## src/rtl/kwm_pkg.sv

```systemverilog
// kwm_pkg: shared constants, codes and types of the k-way merge unit
// no dependencies; imported by the interfaces, the top level and the checker

package kwm_pkg;

    localparam int NUM_SOURCES = 16;
    localparam int SRC_W       = 4;
    localparam int CNT_W       = $clog2(NUM_SOURCES + 1);
    localparam int KEY_W       = 63;
    localparam int ACT_W       = 2;
    localparam int CFG_IDX_W   = 2;
    localparam int CFG_DATA_W  = 5;

    localparam logic [CFG_IDX_W-1:0] CFG_NUM_SOURCES  = 2'd0;
    localparam logic [CFG_IDX_W-1:0] CFG_MERGE_ENABLE = 2'd1;
    localparam logic [CFG_IDX_W-1:0] CFG_WRITE_ENABLE = 2'd2;

    localparam logic CMD_PART  = 1'b0;
    localparam logic CMD_MERGE = 1'b1;

    typedef enum logic [ACT_W-1:0] {
        ACT_EMIT_PART  = 2'd0,
        ACT_EMIT_MERGE = 2'd1,
        ACT_DROP_MERGE = 2'd2,
        ACT_DONE       = 2'd3
    } action_t;

    typedef enum logic [1:0] {
        MS_EMPTY    = 2'd0,
        MS_LIVE     = 2'd1,
        MS_DONE     = 2'd2,
        MS_LIVE_ERR = 2'd3
    } merge_state_t;

endpackage

```

## src/rtl/kwm_if.sv

```systemverilog
// kwm_if: valid/ready channels for head items and decision items
// depends on kwm_pkg

interface kwm_head_if
    import kwm_pkg::*;
();
    logic             valid;
    logic             ready;
    logic             command;
    logic [SRC_W-1:0] source;
    logic [KEY_W-1:0] key;
    logic             exhausted;

    modport source_mp (output valid, command, source, key, exhausted, input ready);
    modport sink (input valid, command, source, key, exhausted, output ready);
endinterface

interface kwm_result_if
    import kwm_pkg::*;
();
    logic             valid;
    logic             ready;
    logic [ACT_W-1:0] action;
    logic [SRC_W-1:0] chosen_source;
    logic             write_flag;
    logic             order_error;

    modport source (output valid, action, chosen_source, write_flag, order_error, input ready);
    modport sink (input valid, action, chosen_source, write_flag, order_error, output ready);
endinterface

```

## src/rtl/kway_merge_with_replace_unit.sv

```systemverilog
// an accepted head item is checked: are all heads in use loaded, and the merge head too
// when merging is on? If not, the unit returns to idle without a decision item; if so,
// it scans the head-key memory (one read port, one key per cycle) and registers a
// decision item, held while the result channel stalls; head items are taken only in idle
// reset: asynchronous, active low; resets live/loaded bits, merge state and config
// head keys live in kwm_ram and are not cleared; depends on kwm_pkg, kwm_if, kwm_ram

module kway_merge_with_replace_unit
    import kwm_pkg::*;
(
    input  logic                  clk,
    input  logic                  rst_n,
    kwm_head_if.sink              head_ch,
    kwm_result_if.source          result_ch,
    input  logic                  cfg_we,
    input  logic [CFG_IDX_W-1:0]  cfg_index,
    input  logic [CFG_DATA_W-1:0] cfg_data
);

    typedef enum logic [1:0] {
        ST_IDLE,
        ST_CHECK,
        ST_SCAN,
        ST_DECIDE
    } state_t;

    state_t               state_reg;
    logic [CNT_W-1:0]     num_sources_reg;
    logic                 merge_enable_reg;
    logic                 write_enable_reg;

    logic [NUM_SOURCES-1:0] head_live_reg;
    logic [NUM_SOURCES-1:0] head_loaded_reg;
    logic [KEY_W-1:0]       merge_head_reg;
    merge_state_t           merge_state_reg;
    logic [KEY_W-1:0]       last_merge_key_reg;

    logic [CNT_W-1:0]     issue_cnt_reg;
    logic                 cmp_valid_reg;
    logic [SRC_W-1:0]     cmp_idx_reg;
    logic                 found_reg;
    logic [SRC_W-1:0]     best_reg;
    logic [KEY_W-1:0]     best_key_reg;

    logic                 out_valid_reg;
    action_t              action_reg;
    logic [SRC_W-1:0]     chosen_reg;
    logic                 write_flag_reg;
    logic                 order_error_reg;

    logic [CNT_W-1:0]       n_eff;
    logic [NUM_SOURCES-1:0] used_mask;
    logic                   accept;
    logic                   src_ok;
    logic                   ram_we;
    logic                   ram_re;
    logic [KEY_W-1:0]       ram_rdata;
    logic                   all_loaded;
    logic                   issue_more;
    logic                   scan_last;
    logic                   better;
    logic                   merge_live;
    logic                   take_merge;
    logic                   merge_smaller;
    logic                   out_free;

    always_comb
    begin
        priority if (num_sources_reg == '0)
        begin
            n_eff = CNT_W'(1);
        end
        else if (num_sources_reg > CNT_W'(NUM_SOURCES))
        begin
            n_eff = CNT_W'(NUM_SOURCES);
        end
        else
        begin
            n_eff = num_sources_reg;
        end
    end

    always_comb
    begin
        for (int i = 0; i < NUM_SOURCES; i++)
        begin
            used_mask[i] = CNT_W'(i) < n_eff;
        end
    end

    assign head_ch.ready = (state_reg == ST_IDLE);
    assign accept        = head_ch.valid && head_ch.ready;
    assign src_ok        = {1'b0, head_ch.source} < n_eff;
    assign ram_we        = accept && (head_ch.command == CMD_PART) && src_ok;

    assign all_loaded = ((head_loaded_reg & used_mask) == used_mask)
                        && !(merge_enable_reg && (merge_state_reg == MS_EMPTY));

    assign issue_more = (state_reg == ST_SCAN) && (issue_cnt_reg < n_eff);
    assign ram_re     = issue_more;
    assign scan_last  = cmp_valid_reg && ({1'b0, cmp_idx_reg} == (n_eff - CNT_W'(1)));
    assign better     = cmp_valid_reg && head_live_reg[cmp_idx_reg]
                        && (!found_reg || (ram_rdata < best_key_reg));

    assign merge_live    = merge_enable_reg
                           && ((merge_state_reg == MS_LIVE) || (merge_state_reg == MS_LIVE_ERR));
    assign take_merge    = merge_live && (!found_reg || (merge_head_reg <= best_key_reg));
    assign merge_smaller = !found_reg || (merge_head_reg < best_key_reg);
    assign out_free      = !out_valid_reg || result_ch.ready;

    kwm_ram #(
        .WIDTH (KEY_W),
        .DEPTH (NUM_SOURCES)
    ) u_head_keys (
        .clk   (clk),
        .we    (ram_we),
        .waddr (head_ch.source),
        .wdata (head_ch.key),
        .re    (ram_re),
        .raddr (issue_cnt_reg[SRC_W-1:0]),
        .rdata (ram_rdata)
    );

    always_ff @(posedge clk or negedge rst_n)
    begin
        if (!rst_n)
        begin
            state_reg          <= ST_IDLE;
            num_sources_reg    <= CNT_W'(1);
            merge_enable_reg   <= 1'b0;
            write_enable_reg   <= 1'b1;
            head_live_reg      <= '0;
            head_loaded_reg    <= '0;
            merge_head_reg     <= '0;
            merge_state_reg    <= MS_EMPTY;
            last_merge_key_reg <= '0;
            issue_cnt_reg      <= '0;
            cmp_valid_reg      <= 1'b0;
            cmp_idx_reg        <= '0;
            found_reg          <= 1'b0;
            best_reg           <= '0;
            best_key_reg       <= '0;
            out_valid_reg      <= 1'b0;
            action_reg         <= ACT_DONE;
            chosen_reg         <= '0;
            write_flag_reg     <= 1'b0;
            order_error_reg    <= 1'b0;
        end
        else
        begin
            if (cfg_we)
            begin
                unique case (cfg_index)
                    CFG_NUM_SOURCES:  num_sources_reg  <= cfg_data;
                    CFG_MERGE_ENABLE: merge_enable_reg <= cfg_data[0];
                    CFG_WRITE_ENABLE: write_enable_reg <= cfg_data[0];
                    default:          ;
                endcase
            end

            if ((state_reg == ST_DECIDE) && out_free)
            begin
                out_valid_reg <= 1'b1;
            end
            else if (out_valid_reg && result_ch.ready)
            begin
                out_valid_reg <= 1'b0;
            end

            unique case (state_reg)
                ST_IDLE:
                begin
                    if (accept)
                    begin
                        state_reg <= ST_CHECK;
                        if (head_ch.command == CMD_PART)
                        begin
                            if (src_ok)
                            begin
                                head_loaded_reg[head_ch.source] <= 1'b1;
                                head_live_reg[head_ch.source]   <= !head_ch.exhausted;
                            end
                        end
                        else if (merge_enable_reg)
                        begin
                            if (head_ch.exhausted)
                            begin
                                merge_state_reg <= MS_DONE;
                            end
                            else
                            begin
                                merge_state_reg    <= (head_ch.key < last_merge_key_reg)
                                                      ? MS_LIVE_ERR : MS_LIVE;
                                merge_head_reg     <= head_ch.key;
                                last_merge_key_reg <= head_ch.key;
                            end
                        end
                    end
                end
                ST_CHECK:
                begin
                    issue_cnt_reg <= '0;
                    cmp_valid_reg <= 1'b0;
                    found_reg     <= 1'b0;
                    best_reg      <= '0;
                    state_reg     <= all_loaded ? ST_SCAN : ST_IDLE;
                end
                ST_SCAN:
                begin
                    if (issue_more)
                    begin
                        issue_cnt_reg <= issue_cnt_reg + CNT_W'(1);
                    end
                    cmp_valid_reg <= issue_more;
                    cmp_idx_reg   <= issue_cnt_reg[SRC_W-1:0];
                    if (better)
                    begin
                        found_reg    <= 1'b1;
                        best_reg     <= cmp_idx_reg;
                        best_key_reg <= ram_rdata;
                    end
                    if (scan_last)
                    begin
                        state_reg <= ST_DECIDE;
                    end
                end
                ST_DECIDE:
                begin
                    if (out_free)
                    begin
                        state_reg <= ST_IDLE;
                        priority if (take_merge)
                        begin
                            action_reg      <= merge_smaller ? ACT_EMIT_MERGE : ACT_DROP_MERGE;
                            chosen_reg      <= '0;
                            write_flag_reg  <= merge_smaller && write_enable_reg;
                            order_error_reg <= (merge_state_reg == MS_LIVE_ERR);
                            merge_state_reg <= MS_EMPTY;
                        end
                        else if (found_reg)
                        begin
                            action_reg                <= ACT_EMIT_PART;
                            chosen_reg                <= best_reg;
                            write_flag_reg            <= write_enable_reg;
                            order_error_reg           <= 1'b0;
                            head_loaded_reg[best_reg] <= 1'b0;
                        end
                        else
                        begin
                            action_reg      <= ACT_DONE;
                            chosen_reg      <= '0;
                            write_flag_reg  <= 1'b0;
                            order_error_reg <= 1'b0;
                        end
                    end
                end
                default:
                begin
                    state_reg <= ST_IDLE;
                end
            endcase
        end
    end

    assign result_ch.valid         = out_valid_reg;
    assign result_ch.action        = action_reg;
    assign result_ch.chosen_source = chosen_reg;
    assign result_ch.write_flag    = write_flag_reg;
    assign result_ch.order_error   = order_error_reg;

endmodule

```

## src/rtl/kwm_ram.sv

```systemverilog
// kwm_ram: generic single-write, single-read memory with registered read data
// no dependencies

module kwm_ram #(
    parameter int WIDTH = 8,
    parameter int DEPTH = 16
) (
    input  logic                     clk,
    input  logic                     we,
    input  logic [$clog2(DEPTH)-1:0] waddr,
    input  logic [WIDTH-1:0]         wdata,
    input  logic                     re,
    input  logic [$clog2(DEPTH)-1:0] raddr,
    output logic [WIDTH-1:0]         rdata
);

    logic [WIDTH-1:0] mem [DEPTH];
    logic [WIDTH-1:0] rdata_reg;

    always_ff @(posedge clk)
    begin
        if (we)
        begin
            mem[waddr] <= wdata;
        end
        if (re)
        begin
            rdata_reg <= mem[raddr];
        end
    end

    assign rdata = rdata_reg;

endmodule

```

## src/flat_wrapper.sv

```systemverilog
// flat-port wrapper written by rule: the top's interface ports become plain ports
module kway_merge_with_replace_unit_flat import kwm_pkg::*;
  (clk, rst_n, cfg_we, cfg_index, cfg_data, head_ch_valid, head_ch_command, head_ch_source, head_ch_key, head_ch_exhausted, head_ch_ready, result_ch_valid, result_ch_action, result_ch_chosen_source, result_ch_write_flag, result_ch_order_error, result_ch_ready);
  kwm_head_if head_ch_i ();
  kwm_result_if result_ch_i ();
  input  logic clk;
  input  logic rst_n;
  input  logic cfg_we;
  input  logic [CFG_IDX_W-1:0] cfg_index;
  input  logic [CFG_DATA_W-1:0] cfg_data;
  input wire logic [$bits(head_ch_i.valid)-1:0] head_ch_valid;
  input wire logic [$bits(head_ch_i.command)-1:0] head_ch_command;
  input wire logic [$bits(head_ch_i.source)-1:0] head_ch_source;
  input wire logic [$bits(head_ch_i.key)-1:0] head_ch_key;
  input wire logic [$bits(head_ch_i.exhausted)-1:0] head_ch_exhausted;
  output wire logic [$bits(head_ch_i.ready)-1:0] head_ch_ready;
  output wire logic [$bits(result_ch_i.valid)-1:0] result_ch_valid;
  output wire logic [$bits(result_ch_i.action)-1:0] result_ch_action;
  output wire logic [$bits(result_ch_i.chosen_source)-1:0] result_ch_chosen_source;
  output wire logic [$bits(result_ch_i.write_flag)-1:0] result_ch_write_flag;
  output wire logic [$bits(result_ch_i.order_error)-1:0] result_ch_order_error;
  input wire logic [$bits(result_ch_i.ready)-1:0] result_ch_ready;
  assign head_ch_i.valid = head_ch_valid;
  assign head_ch_i.command = head_ch_command;
  assign head_ch_i.source = head_ch_source;
  assign head_ch_i.key = head_ch_key;
  assign head_ch_i.exhausted = head_ch_exhausted;
  assign head_ch_ready = head_ch_i.ready;
  assign result_ch_valid = result_ch_i.valid;
  assign result_ch_action = result_ch_i.action;
  assign result_ch_chosen_source = result_ch_i.chosen_source;
  assign result_ch_write_flag = result_ch_i.write_flag;
  assign result_ch_order_error = result_ch_i.order_error;
  assign result_ch_i.ready = result_ch_ready;
  kway_merge_with_replace_unit u_core (.clk(clk), .rst_n(rst_n), .head_ch(head_ch_i), .result_ch(result_ch_i), .cfg_we(cfg_we), .cfg_index(cfg_index), .cfg_data(cfg_data));
endmodule
```

## config.mk

```make
export PLATFORM = sky130hd
export DESIGN_NAME = kway_merge_with_replace_unit_flat
export DESIGN_NICKNAME = d
export VERILOG_FILES = /design/src/rtl/kwm_pkg.sv /design/src/rtl/kwm_if.sv /design/src/rtl/kway_merge_with_replace_unit.sv /design/src/rtl/kwm_ram.sv /design/src/flat_wrapper.sv
export SDC_FILE = /design/constraint.sdc
export NUM_CORES = 2
export LEC_CHECK = 0
export BUFFER_PORTS_ARGS = -buffer_cell sky130_fd_sc_hd__clkbuf_2
export CELL_PAD_IN_SITES_DETAIL_PLACEMENT = 1
export CELL_PAD_IN_SITES_GLOBAL_PLACEMENT = 2
export CORE_UTILIZATION = 37
export DETAILED_ROUTE_END_ITERATION = 7
export PLACE_DENSITY = 0.7
export SKIP_LAST_GASP = 1
export SYNTH_ARGS = -nofsm -noshare
export SYNTH_HDL_FRONTEND = slang
export SYNTH_SLANG_ARGS = --single-unit
```

## constraint.sdc

```tcl
create_clock -name clk -period 6.55 [get_ports clk]
set_clock_uncertainty 0.1 [all_clocks]
set_input_delay 0 -clock clk [delete_from_list [all_inputs] [get_ports clk]]
set_output_delay 0 -clock clk [all_outputs]
set_load 0.05 [all_outputs]
```

After elaboration in Yosys (flattened, before gate mapping)
Memory sizes are Yosys's and may differ from the RTL's. A register that Yosys moved wholly into a read port is not among the register bits.
Index checks and enable logic that the tools add are counted.
W data, S select, Z words.
Storage, ports and cells
  bits in registers: 193
  word-level logic and storage cells: 169
  RAM bits: 1008
  output and inout port bits: 10
  bits of input ports: 81
  memories kept: 1
Memories
  u_core.u_head_keys.mem: depth 16, bits a word 63, read ports 1, clocked after Yosys merged registers in 1, wr ports 1, RTL line kwm_ram.sv:17  | logic [WIDTH-1:0] mem [DEPTH];
Operators by class
  equal/unequal tests: 21
  muxes and demuxes: 48
  magnitude comparators: 28
  reductions and logical operators: 44
  bitwise gates (word level): 6
  add/subtract/negate cells: 2
Operators by type and width (count)
  $lt A63 B63 Y1: 3
  $mux W16: 6
  $le A63 B63 Y1: 1
  $lt A4 B5 Y1 const A: 8
  $and A16 B16 Y16: 2
  $pmux W16 S2: 1
  $mux W2: 14
  $lt A3 B5 Y1 const A: 4
  $bwmux W16: 1
  $eq A16 B16 Y1: 1
  $logic_and A1 B1 Y1: 16
  $not A16 Y16: 1
  $or A16 B16 Y16: 1
  $lt A4 B5 Y1 const B: 3
  $mux W5: 3
  $reduce_and A2 Y1: 7
  $mux W4: 3
  $ne A2 B1 Y1 const B: 6
  $ne A2 B2 Y1 const B: 6
  $mux W1: 11
  $lt A1 B5 Y1 const A: 2
  $lt A2 B5 Y1 const A: 2
  $pmux W5 S2: 1
  $demux W1 S4: 2
  25 further kinds: 44

Depth between registers and ports, before layout
  depth after elaboration: 10
  gate-level depth with buffers: 13
  depth with buffers taken out: 11

Cells and area by module
From an unflattened synthesis, not the netlist that was laid out.
Unflattened totals
  cell total of the unflattened synthesis: 2936
  area, all modules: 52406.5 sq um
Modules (own cells, without submodules)
  kwm_ram: sequential area each 32160.8 sq um, cells each 1622, area an instance 39620.5 sq um, times used 1
  kway_merge_with_replace_unit: sequential area each 4834.6 sq um, cells each 1314, area an instance 12786.0 sq um, times used 1

Least setup slack after synthesis
OpenSTA, ideal clock, no wires.
  path kind: reg-to-reg
  from: register u_core.num_sources_reg[4]
  to: memory u_core.u_head_keys.mem[0][0] in the netlist's numbering (enable)
  slack: 1.184 ns
  path buffers: 2
  data required time: 5.965 ns
  arrival: 4.782 ns
  cell stages (with the launch flop): 12
  period minus slack after synthesis: 5.366 ns
  setup time: 0.485 ns
  path through: dfrtp_1 clkbuf_2 clkinv_1 nand2_1 ha_1 nor3_1 nor2_1 a31oi_1 o21ai_0 or3_1 clkbuf_1 nor2_1
On the way
  word-level cells in the longest chain between the ends: 7
  elaborated cells between the ends (all ways): 8
  classes of those cells: order compare (2); mux (4); reduce/logical (2)
Ends and longest elaborated chain
  start: declaration: RTL line kway_merge_with_replace_unit.sv:28  | logic [CNT_W-1:0] num_sources_reg;
  start signal: assignment: RTL line kway_merge_with_replace_unit.sv:154  | CFG_NUM_SOURCES: num_sources_reg <= cfg_data;
  $gt A5 B5 Y1: RTL line kway_merge_with_replace_unit.sv:73  | else if (num_sources_reg > CNT_W'(NUM_SOURCES))
  $mux W5: RTL line kway_merge_with_replace_unit.sv:73
  $mux W5 *: RTL line kway_merge_with_replace_unit.sv:69  | priority if (num_sources_reg == '0)
  $lt A4 B5 Y1 *: RTL line kway_merge_with_replace_unit.sv:93  | assign src_ok = {1'b0, head_ch.source} < n_eff;
  $logic_and A1 B1 Y1 *: RTL line kway_merge_with_replace_unit.sv:94  | assign ram_we = accept && (head_ch.command == CMD_PART) && src_ok;
  $mux W1 *: RTL line kwm_ram.sv:22  | if (we)
  $mux W1 (not written as such) *: RTL line kwm_ram.sv:24  | mem[waddr] <= wdata;
  end: declaration: RTL line kwm_ram.sv:17
Mark *: on every way between the ends. The rest lies on a longest branch, timed or not.

Worst setup path after layout
  from: register u_core.best_key_reg[46]
  to: register u_core.best_key_reg[1]
On the way
  word-level cells in the longest chain between the ends: 4
Ends and longest elaborated chain
  start: declaration: RTL line kway_merge_with_replace_unit.sv:43  | logic [KEY_W-1:0] best_key_reg;
  start signal: assignment: RTL line kway_merge_with_replace_unit.sv:220  | best_key_reg <= ram_rdata;
  $lt A63 B63 Y1: RTL line kway_merge_with_replace_unit.sv:103  | && (!found_reg || (ram_rdata < best_key_reg));
  $logic_or A1 B1 Y1: RTL line kway_merge_with_replace_unit.sv:103
  $logic_and A1 B1 Y1: RTL line kway_merge_with_replace_unit.sv:103
  $reduce_and A2 Y1 (no line)
No other way between the ends.
A chain may end at the register's enable or synchronous reset.

==> flow_metrics.py <==
metrics = {
    "outcome": {
        "status": "finished, final reports clean",
    },
    "floorplan": {
        "die_width_um": 380.7,
        "die_h_um": 380.7,
        "rows": 138,
        "initial_core_util_pct": 37.38,
        "die_area_um2": 144900,
        "coreArea_um2": 141900,
        "pin_count": 91,
    },
    "synthesis": {
        "synthArstFlopShare_pct": 15.27,
        "synth_fa_ha_area_share_pct": 4.740,
        "ys_types": 83,
        "synth_cells": 3269,
        "synth-xor-area-share_pct": 0.08254,
        "synth-simple-area-share_pct": 3.448,
        "synth_top_area_share_pct": 60.61,
        "yosysSeqAreaShare_pct": 69.73,
        "synth.area.top_cells": "edfxtp_1 61%, dfrtp_1 8.9%, mux4_2 5.4%",
        "synth_area_leader_cell": "edfxtp_1",
        "yosys_warnings": 0,
        "synth_seq_cells": 1264,
        "yosysMostFrequentCell": "edfxtp_1",
        "synth_ff_type": "edfxtp_1",
        "synth_compound_area_share_pct": 7.567,
        "synth_edf_count": 1071,
        "synth_top_family_by_area": "multiplexers",
        "synth_mux_area_share_pct": 12.04,
        "synthesis.area_um2": 53060,
        "syn_nets": 3551,
        "synth_common_cells": "1,071 x edfxtp_1, 267 x o21ai_0, 201 x ha_1",
        "avgSynthCellArea_um2": 16.23,
    },
    "hold_path": {
        "min_path_type": "in2reg",
        "hp-start": "result_ch_ready",
        "worstHoldPathCells": 4,
        "hold_path_end": "u_core.result_ch.valid",
    },
    "sta": {
        "slew_headroom_pct": 9.878,
        "final.min_clock_period_ns": 4.616,
        "drv_slew": 0,
        "rsz0062_at_grt": "no",
        "tightest_slew_ns": 1.339,
        "layout_setup_ws_ns": 1.934,
        "setup_viol_count_final": 0,
        "finalCritPeriodShare_pct": 70.48,
        "hold_ws_ns": 0.08444,
        "finalSetupTns_ns": 0,
        "hold_viol": 0,
        "clock.fmax_ghz": 0.2166,
    },
    "setup_path": {
        "startpoint_type": "flip-flop",
        "cp_cell_sequence": "inv_1, ha_1, nand4_1, nor4_1, nand4_1, o211ai_1, a221o_4, buf_4, mux2_2",
        "r2r_slack_ns": 1.93,
        "crit_buf_inv": 2,
        "path_delay_family": "compound AO/OA/AOI/OAI gates",
        "end_kind": "flip-flop",
        "cpMaxStageDelayCell": "a221o_4",
        "cp_slowest_stage_delay_ns": 0.84,
        "cp.depth": 9,
        "r2r_start": "u_core.best_key_reg[46]",
        "cp_common_cell": "nand4_1",
        "crit_arrival_ns": 5.14,
        "worstReg2RegEnd": "u_core.best_key_reg[1]",
        "crit_type": "reg2reg",
        "crit_fanout": 48,
        "required_ns": 7.07,
        "reg2reg_depth": 9,
    },
    "global_routing": {
        "antenna_found_initial": 4,
        "grt_pass1_wl_mm": 212.2,
        "grt_pass1_vias": 31726,
        "grt_use_total_pct": 19.77,
        "grt_overflow_total": 0,
        "grt_max_degree": 127,
    },
    "clock_tree": {
        "postCtsSetupBuffers": 0,
        "cts_buffers": 141,
        "root_buffer": "clkbuf_16",
        "clock-sinks": 1264,
        "h-tree-depth": 4,
        "clock_path_buffers": 3,
        "clkTransAtPathRegs_ns": 0.06,
        "insertion_delay_ns": 0.76,
        "cts_tree": "done",
    },
    "routing": {
        "wl_mm": 142.0,
        "drc": 0,
        "dr.pass1.iters": 5,
        "drt_first_iter_violations": 2200,
        "vias": 29961,
        "via_per_inst": 5.431,
        "avgRoutedWirePerCell_um": 25.73,
        "final_antenna_net_count": 0,
    },
    "pwr": {
        "vdd.ir_drop.worst_uv": 263.2,
        "leakagePower_uw": 0.02075,
        "powerDensity_nw_per_um2": 309.2,
    },
    "cells_and_area": {
        "area_delta_synth_final_pct": 15.80,
        "nNetsFinal": 3800,
        "drive_gt1_share_pct": 17.98,
        "top_register": "u_core.u_head_keys.mem",
        "fin_util_pct": 43.29,
        "largest_reg_flops": 1008,
    },
    "placed_design": {
        "routabilityCongestion": 0.7774,
        "port_buffers": 90,
        "dp_slack_ns": 1.962,
        "dp_hpwl_mm": 86.88,
    },
    "flow_run": {
        "cap_violations": 0,
    },
}
## power breakdown
| part | total [µW] | leakage (µW) | switching [µW] | internal, µW |
|---|---|---|---|---|
| logic | 2030 | 0.00649 | 1270 | 758 |
| clock network | 7700 | 0.00215 | 3210 | 4490 |
| registers | 9270 | 0.0121 | 211 | 9060 |
| total | 19000 | 0.0208 | 4690 | 14300 |
## worst reg2reg max path, cell delays in order, from the launching register on
cell      delay, ns
dfrtp_1        0.34
inv_1          0.06
ha_1           0.34
nand4_1        0.17
nor4_1         0.68
nand4_1        0.16
o211ai_1       0.76
a221o_4        0.84
buf_4          0.60
mux2_2         0.45
## how the worst max path moves through the flow
stage / from / slack (ns) / endpoint
6_report: u_core.best_key_reg[46] / 1.93 / u_core.best_key_reg[1]
5_1_grt: u_core.best_key_reg[46] / 1.68 / u_core.best_key_reg[1]
4_1_cts: u_core.u_head_keys.rdata[46] / 1.96 / u_core.best_key_reg[1]
3_5_place_dp: u_core.u_head_keys.rdata[46] / 1.96 / u_core.best_key_reg[1]
3_3_place_gp: u_core.u_head_keys.rdata[43] / 1.99 / u_core.best_key_reg[1]
2_1_floorplan: u_core.num_sources_reg[4] / 1.18 / u_core.u_head_keys.mem[0][0]
## metrics by stage
step / total power, µW / area (µm²) / instances
after floorplan: 10580 / 53060 / 3269
after global placement: 11390 / 55960 / 5164
after detailed placement: 11430 / 55960 / 5164
after CTS: 19240 / 61440 / 5516
after global routing: 19790 / 61440 / 5516
final: 19000 / 61440 / 5517
## cells by family after synthesis
family / Yosys count
DFF: 1264
AOI/OAI and AO/OA: 651
muxes: 456
and+or+nand+nor: 394
buffers and inverters: 298
adders and majority gates: 201
xor gates and xnor gates: 5
## metal layers
layer / vias up / global-route usage, % / wire length [µm]
met2: 649 / 31.97 / 67600
li1: 13361 / - / -
met1: 15784 / 27.26 / 63900
met5: - / 0 / 0
met4: 0 / 5.779 / 3584
met3: 167 / 3.491 / 6865
## placed cells by master, fill, tap and decap left out, types with 6 or more instances in the layout
| cell type | count |
|---|---|
| buf_4 | 55 |
| nand3b_1 | 6 |
| a22o_1 | 6 |
| inv_1 | 147 |
| nand2b_1 | 9 |
| o31ai_1 | 18 |
| clkinv_1 | 27 |
| a21o_1 | 9 |
| dlygate4sd3_1 | 100 |
| nor2_4 | 16 |
| clkbuf_16 | 146 |
| bufinv_16 | 10 |
| mux2_2 | 129 |
| clkinv_2 | 18 |
| a221oi_1 | 68 |
| inv_6 | 7 |
| buf_12 | 10 |
| nand4_1 | 39 |
| nand2_1 | 190 |
| clkinvlp_4 | 9 |
| clkbuf_2 | 89 |
| a22oi_1 | 70 |
| o211ai_1 | 7 |
| a211oi_1 | 17 |
| a21oi_1 | 139 |
| nor2_1 | 46 |
| nand3_1 | 27 |
| mux4_2 | 127 |
| dfrtp_1 | 185 |
| ha_1 | 201 |
| nor2b_1 | 7 |
| nor3_1 | 20 |
| mux2i_1 | 192 |
| clkbuf_1 | 29 |
| edfxtp_1 | 1071 |
| o21ai_0 | 267 |
## what timing repair did
action                                  4_1_cts  5_1_grt
hold endpoints to repair                   1318        0
resized for setup                             0        0
endpoints found under the setup margin        0        0
hold buffers                                101        0
## area by class of cell
class	instances	area, µm²
Timing Repair Buffer	256	2102
Fill cell	13929	80490
Clock buffer	177	3790
Clock inverter	74	659.4
Antenna cell	1	2.502
Multi-Input combinational cell	1707	14960
Sequential cell	1264	37010
Inverter	148	555.5
Tap cell	1890	2365
Note: power is estimated with default switching activity, not from simulation.
